$ cat src/rtl/core/mcc_pkg.sv
// mcc_pkg: shared types and constants for the magnetometer calibrate and correct block
// no dependencies
package mcc_pkg;
  localparam logic [2:0] CMD_CLEAR   = 3'd0;
  localparam logic [2:0] CMD_TRACK   = 3'd1;
  localparam logic [2:0] CMD_FINISH  = 3'd2;
  localparam logic [2:0] CMD_LOAD    = 3'd3;
  localparam logic [2:0] CMD_CORRECT = 3'd4;
  localparam logic [2:0] CMD_SELF    = 3'd5;

  localparam logic [1:0] ST_OK     = 2'd0;
  localparam logic [1:0] ST_OVF    = 2'd1;
  localparam logic [1:0] ST_STFAIL = 2'd2;
  localparam logic [1:0] ST_NODATA = 2'd3;

  localparam int NUM_AXES = 3;
  localparam int OUT_W    = 22;
  localparam logic signed [OUT_W-1:0] OUT_MAX = 22'sd2097151;
  localparam logic signed [OUT_W-1:0] OUT_MIN = -22'sd2097152;

  localparam logic signed [15:0] ST_XY_LO = -16'sd200;
  localparam logic signed [15:0] ST_XY_HI = 16'sd200;
  localparam logic signed [15:0] ST_Z_LO  = -16'sd1000;
  localparam logic signed [15:0] ST_Z_HI  = -16'sd150;

  typedef enum logic [2:0] {
    S_IDLE, S_MUL1, S_MUL2, S_DIV, S_OUT, S_SAT
  } state_e;
endpackage

$ cat src/rtl/core/mcc_div.sv
// mcc_div: restoring bit-serial unsigned divider, one quotient bit a cycle
// uses mcc_pkg
module mcc_div import mcc_pkg::*; #(
  parameter int NW = 33,
  parameter int DW = 19
) (
  input  logic          clk_i,
  input  logic          rst_ni,
  input  logic          start_i,
  input  logic [NW-1:0] num_i,
  input  logic [DW-1:0] den_i,
  output logic          done_o,
  output logic [NW-1:0] quo_o
);
  localparam int CW = $clog2(NW + 1);
  logic [NW-1:0] quo_q, quo_d;
  logic [DW:0]   rem_q, rem_d;
  logic [DW-1:0] den_q;
  logic [CW-1:0] cnt_q, cnt_d;
  logic          busy_q, busy_d;
  logic [DW:0]   trial;

  always_comb begin
    trial  = {rem_q[DW-1:0], quo_q[NW-1]};
    quo_d  = quo_q;
    rem_d  = rem_q;
    cnt_d  = cnt_q;
    busy_d = busy_q;
    if (start_i) begin
      quo_d  = num_i;
      rem_d  = '0;
      cnt_d  = CW'(NW);
      busy_d = 1'b1;
    end else if (busy_q) begin
      if (trial >= {1'b0, den_q}) begin
        rem_d = trial - {1'b0, den_q};
        quo_d = {quo_q[NW-2:0], 1'b1};
      end else begin
        rem_d = trial;
        quo_d = {quo_q[NW-2:0], 1'b0};
      end
      cnt_d = cnt_q - 1'b1;
      if (cnt_q == CW'(1)) busy_d = 1'b0;
    end
  end

  always_ff @(posedge clk_i or negedge rst_ni) begin
    if (!rst_ni) begin
      busy_q <= 1'b0;
      cnt_q  <= '0;
    end else begin
      busy_q <= busy_d;
      cnt_q  <= cnt_d;
    end
  end

  always_ff @(posedge clk_i) begin
    quo_q <= quo_d;
    rem_q <= rem_d;
    if (start_i) den_q <= den_i;
  end

  assign done_o = busy_q && (cnt_q == CW'(1));
  assign quo_o  = quo_d;
endmodule

$ cat src/rtl/core/mcc_lane.sv
// mcc_lane: one axis lane with trackers, center, scale, divider and correction datapath
// uses mcc_pkg, mcc_div
module mcc_lane import mcc_pkg::*; #(
  parameter int SCALE_FRAC_BITS = 12,
  parameter int OUT_FRAC_BITS   = 4
) (
  input  logic                    clk_i,
  input  logic                    rst_ni,
  input  logic                    clr_i,
  input  logic                    track_i,
  input  logic                    finish_i,
  input  logic                    load_i,
  input  logic                    mul1_i,
  input  logic                    mul2_i,
  input  logic                    out_i,
  input  logic signed [15:0]      raw_i,
  input  logic signed [16:0]      load_center_i,
  input  logic [15:0]             load_scale_i,
  input  logic [15:0]             gain_i,
  input  logic [18:0]             sum_i,
  output logic [16:0]             range_o,
  output logic                    div_done_o,
  output logic signed [OUT_W-1:0] res_o
);
  localparam int SH = 1 + SCALE_FRAC_BITS + 16 - OUT_FRAC_BITS;
  localparam int NW = 19 + SCALE_FRAC_BITS + 1;
  // headroom keeps the shifted product wider than the output while SH stays below 37
  localparam int PW = 18 + 16 + 17 + 8;

  logic signed [15:0] max_q, min_q;
  logic signed [16:0] center_q;
  logic [15:0]        scale_q;
  logic signed [17:0] diff_q;
  logic signed [34:0] p1_q;
  logic signed [PW-1:0] p2_q;
  logic [18:0]        den;
  logic [NW-1:0]      num, quo;
  logic               div_done;
  logic signed [PW-1:0] rnd;
  logic signed [PW-SH-1:0] shf;

  assign range_o = 17'($signed({max_q[15], max_q}) - $signed({min_q[15], min_q}));
  assign den     = 19'({2'b0, range_o}) + 19'({1'b0, range_o, 1'b0});
  // numerator already holds the half-denominator for round half up
  assign num     = ({NW'(sum_i)} << (SCALE_FRAC_BITS + 1)) + NW'(den);

  mcc_div #(.NW(NW), .DW(20)) u_div (
    .clk_i, .rst_ni, .start_i(finish_i), .num_i(num), .den_i({den, 1'b0}),
    .done_o(div_done), .quo_o(quo)
  );
  assign div_done_o = div_done;

  always_ff @(posedge clk_i or negedge rst_ni) begin
    if (!rst_ni) begin
      max_q    <= -16'sd32768;
      min_q    <= 16'sd32767;
      center_q <= '0;
      scale_q  <= 16'(1 << SCALE_FRAC_BITS);
    end else begin
      if (clr_i) begin
        max_q <= -16'sd32768;
        min_q <= 16'sd32767;
      end else if (track_i) begin
        if (raw_i > max_q) max_q <= raw_i;
        if (raw_i < min_q) min_q <= raw_i;
      end
      if (finish_i) center_q <= 17'($signed({max_q[15], max_q}) + $signed({min_q[15], min_q}));
      if (div_done) begin
        if (range_o == '0) scale_q <= 16'hFFFF;
        else if (quo > NW'(65535)) scale_q <= 16'hFFFF;
        else scale_q <= quo[15:0];
      end
      if (load_i) begin
        center_q <= load_center_i;
        scale_q  <= load_scale_i;
      end
    end
  end

  always_ff @(posedge clk_i) begin
    if (mul1_i) begin
      diff_q <= 18'($signed({raw_i, 1'b0})) - 18'(center_q);
    end
    if (mul2_i) p1_q <= 35'(diff_q * $signed({1'b0, scale_q}));
    if (out_i) p2_q  <= PW'(p1_q * $signed({1'b0, gain_i}));
  end

  always_comb begin
    rnd = p2_q + (PW'(1) <<< (SH - 1));
    shf = rnd[PW-1:SH];
    if (shf > $signed((PW-SH)'(OUT_MAX))) res_o = OUT_MAX;
    else if (shf < $signed({{(PW-SH-OUT_W){1'b1}}, OUT_MIN})) res_o = OUT_MIN;
    else res_o = shf[OUT_W-1:0];
  end
endmodule

$ cat config.mk
export PLATFORM = sky130hd
export DESIGN_NAME = mcc_lane
export DESIGN_NICKNAME = d
export VERILOG_FILES = /design/src/rtl/core/mcc_pkg.sv /design/src/rtl/core/mcc_div.sv /design/src/rtl/core/mcc_lane.sv
export SDC_FILE = /design/constraint.sdc
export NUM_CORES = 2
export LEC_CHECK = 0
export ABC_AREA = 0
export BUFFER_PORTS_ARGS = -buffer_cell sky130_fd_sc_hd__clkbuf_2
export CORE_MARGIN = 1
export CORE_UTILIZATION = 35
export DETAILED_ROUTE_END_ITERATION = 6
export REMOVE_ABC_BUFFERS = 1
export SLEW_MARGIN = 5
export SYNTH_ARGS = -nofsm -noshare
export SYNTH_HDL_FRONTEND = slang
export SYNTH_SLANG_ARGS = --single-unit
$ cat constraint.sdc
create_clock -name clk_i -period 17.9 [get_ports clk_i]
set_clock_uncertainty 0.15 [all_clocks]
set_input_delay 0.895 -clock clk_i [delete_from_list [all_inputs] [get_ports clk_i]]
set_output_delay 0.895 -clock clk_i [all_outputs]
set_load 0.005 [all_outputs]
==> summary.md <==
| Metric | Value |
|---|---|
| Clk buf depth | 3 |
| Most used DFF post-synth | edfxtp_1 |
| Routed wire length per instance | 17.3 µm |
| Starting DRT DRC Count | 1,850 |
| Mapped Cells | 4,826 |
| Final core occ | 0.378 |
| R2R Path End | p2_q[57] |
| Setup bufs post-CTS | 0 |
| Register bit total from synthesis | 224 |
| Final nets | 6,068 |
| Fin. Hold Viols | 0 |
| Area contributors post-synth | fa_1 38%, ha_1 9.7%, inv_1 8.9% |
| CP Max Fanout | 35 |
| CP Class | in2reg |
| Post-synthesis cell type count | 95 |
| Most common cell in the netlist | inv_1 |
| Ports | 133 |
| Number of enable flip-flop cells after synthesis | 100 |
| CTS Hold Bufs | 0 |
| Status | complete, but fails checks |
| CP Capture Type | register |
| Post-synth top area share | 0.377 |
| Starting density of the core | 0.354 |
| Final setup vio count | 0 |
| FFs w/ async S/R, synth | 0.321 |
| Clk Latency, worst-skew pair | 0.62 ns |
| Number of port buffers | 132 |
| Worst-path clk slew | 0.07 ns |
| CP Data Required Time | 18.07 ns |
| Fill count | 12.6k |
| Worst rel slew slack | 0.292 |
| Worst hold path class | in2async |
| Avg Cell Area, Syn | 9.10 µm² |
| Number of cell rows | 129 |
| Via density | 4.97 |
| Num CTS Buffers | 28 |
| Seq/Total Area, Yosys | 0.134 |
| Die Span X | 356 µm |
| CTS tree | yes |
| Reg2Reg Launch Point | p1_q[18] |
| First-pass GRT wire length | 184,000 µm |
| Drt drc | 10 |
| Flop-to-flop setup slack | 9.54 ns |
| Detail Placement HPWL | 87,100 µm |
| Crit path time final | 8.42 ns |
| Fmax | 119 MHz |
| R2r worst-path depth | 20 |
| Post-synthesis cell area | 0.0439 mm² |
| Die area | 0.127 mm² |
| Vias in the first global route | 34.3k |
| Layout area overhead | 6.91% |
| Total core area | 0.124 mm² |
| Unrepaired setup endpoints after global routing | false |
| CTS resizes | 0 |
| Die boundary height | 356 µm |
| Final period utilization | 0.470 |
| RD Place Congestion | 0.891 |
| Grt total ovfl | 0 |
| Fin. max-slew vios | 0 |
| GRT Total Usage | 0.181 |
| Setup crit start kind | input port |
| Initial antenna violation count | 4 |
| Synth area leader | fa_1 |
| Largest net degree at the start of global routing | 87 |
| Synth top cells by count | 1,039 x inv_1, 828 x fa_1, 638 x nand2_1, 339 x ha_1, 335 x and2_1 |
| MaxCap Viol Count | 0 |
| Failing checks | DRC |
| Layout cell share with drive strength beyond 1 | 0.0557 |
| Root Driver | clkbuf_16 |
| DR vias | 32.1k |
| Setup TNS | 0 ns |
| Routed WL | 112,000 µm |
| CP arrival | 8.59 ns |
| CTS H-tree depth | 1 |
| Clk sinks | 224 |
| Synth warnings | 0 |
| Pre-antenna DRT Iters | 7 |
| Measured slew at the worst slew-check pin | 1.06 ns |
| Final ANT Viol Nets | 0 |
metrics by stage:
step                      cells  hold WS [ns]  cell area, µm²  worst slack [ns]
after CTS                  6467         0.113           47000              9.49
after floorplan            4624         0.302           43100             10.96
after global routing       6467         0.136           47000              9.11
final                      6468         0.119           47000              9.48
after global placement     6415         0.321           46000              8.91
after detailed placement   6415         0.329           46000              8.88
critical path, cell delays in order:
cell and delay, ns:
clkbuf_2 0.70, nand2_1 0.18, fa_1 0.58, inv_1 0.06, fa_1 0.54, inv_1 0.05, fa_1 0.52, fa_1 0.45
fa_1 0.55, inv_1 0.06, fa_1 0.48, ha_1 0.37, and4_1 0.24, o211ai_1 0.14, nor4_1 0.84, o311ai_1 0.31
a2111oi_0 0.88, nor2_1 0.15, o2111ai_1 0.32, a21oi_1 0.12, xnor2_1 0.13
registers in the layout, summed over array words and instances (netlist names):
signal	flops
center_q	17
diff_q	18
max_q	16
min_q	16
p1_q	35
p2_q	28
scale_q	16
u_div.busy_q	1
u_div.cnt_q	6
u_div.den_q	19
u_div.quo_q	32
u_div.rem_q	20
worst max path at each step:
| stage | start | endpoint | slack [ns] | cells past startpoint |
|---|---|---|---|---|
| finish | gain_i[7] | p2_q[57] | 9.48 | 21 |
| global route | gain_i[10] | p2_q[47] | 9.11 | 19 |
| CTS | gain_i[7] | p2_q[57] | 9.49 | 21 |
| detailed placement | gain_i[7] | p2_q[57] | 8.88 | 21 |
| global placement | gain_i[7] | p2_q[57] | 8.91 | 21 |
| floorplan | gain_i[7] | p2_q[48] | 10.96 | 23 |
final cells by class:
type / instances / area (µm²) / area share
well taps: 1637 / 2050 / 0.0436
clock inverters: 21 / 201 / 0.00429
diodes: 1 / 2.50 / 0.0000533
clock buffers: 31 / 722 / 0.0154
flip-flops and latches: 224 / 5870 / 0.125
multi-input cells: 3358 / 33400 / 0.711
repair buffers: 154 / 831 / 0.0177
inverters: 1042 / 3910 / 0.0833
per-layer routing:
layer | track usage | up-vias | routed length (µm)
met5 | 0 | - | 26
met3 | 0.0203 | 179 | 5960
met2 | 0.312 | 828 | 53900
met1 | 0.245 | 16300 | 49700
li1 | - | 14800 | -
met4 | 0.0395 | 4 | 2350
cells in the final DEF, fill, tap and decap left out, types with 66 or more instances in the layout:
| master | Yosys | layout |
|---|---|---|
| ha_1 | 339 | 339 |
| o21ai_0 | 122 | 122 |
| edfxtp_1 | 100 | 100 |
| nand2_1 | 638 | 638 |
| nor2_1 | 177 | 177 |
| fa_1 | 828 | 828 |
| inv_1 | 1039 | 1039 |
| xnor2_1 | 110 | 110 |
| a21o_1 | 66 | 66 |
| a21oi_1 | 140 | 139 |
| and2_1 | 335 | 335 |
| clkbuf_2 | 0 | 130 |
cell families after synthesis:
family | count (synthesis) | share of synthesized area
AND/OR/NAND/NOR | 1397 | 0.152
buffers and inverters | 1244 | 0.107
adder cells (fa/ha/maj) | 1167 | 0.474
AO/OA/AOI/OAI | 576 | 0.0870
flip-flops | 224 | 0.134
XOR/XNOR | 167 | 0.0347
multiplexers | 51 | 0.0117
Power is not shown: default switching activity piles up to over one toggle a cycle in this logic, so the estimate is an artifact.
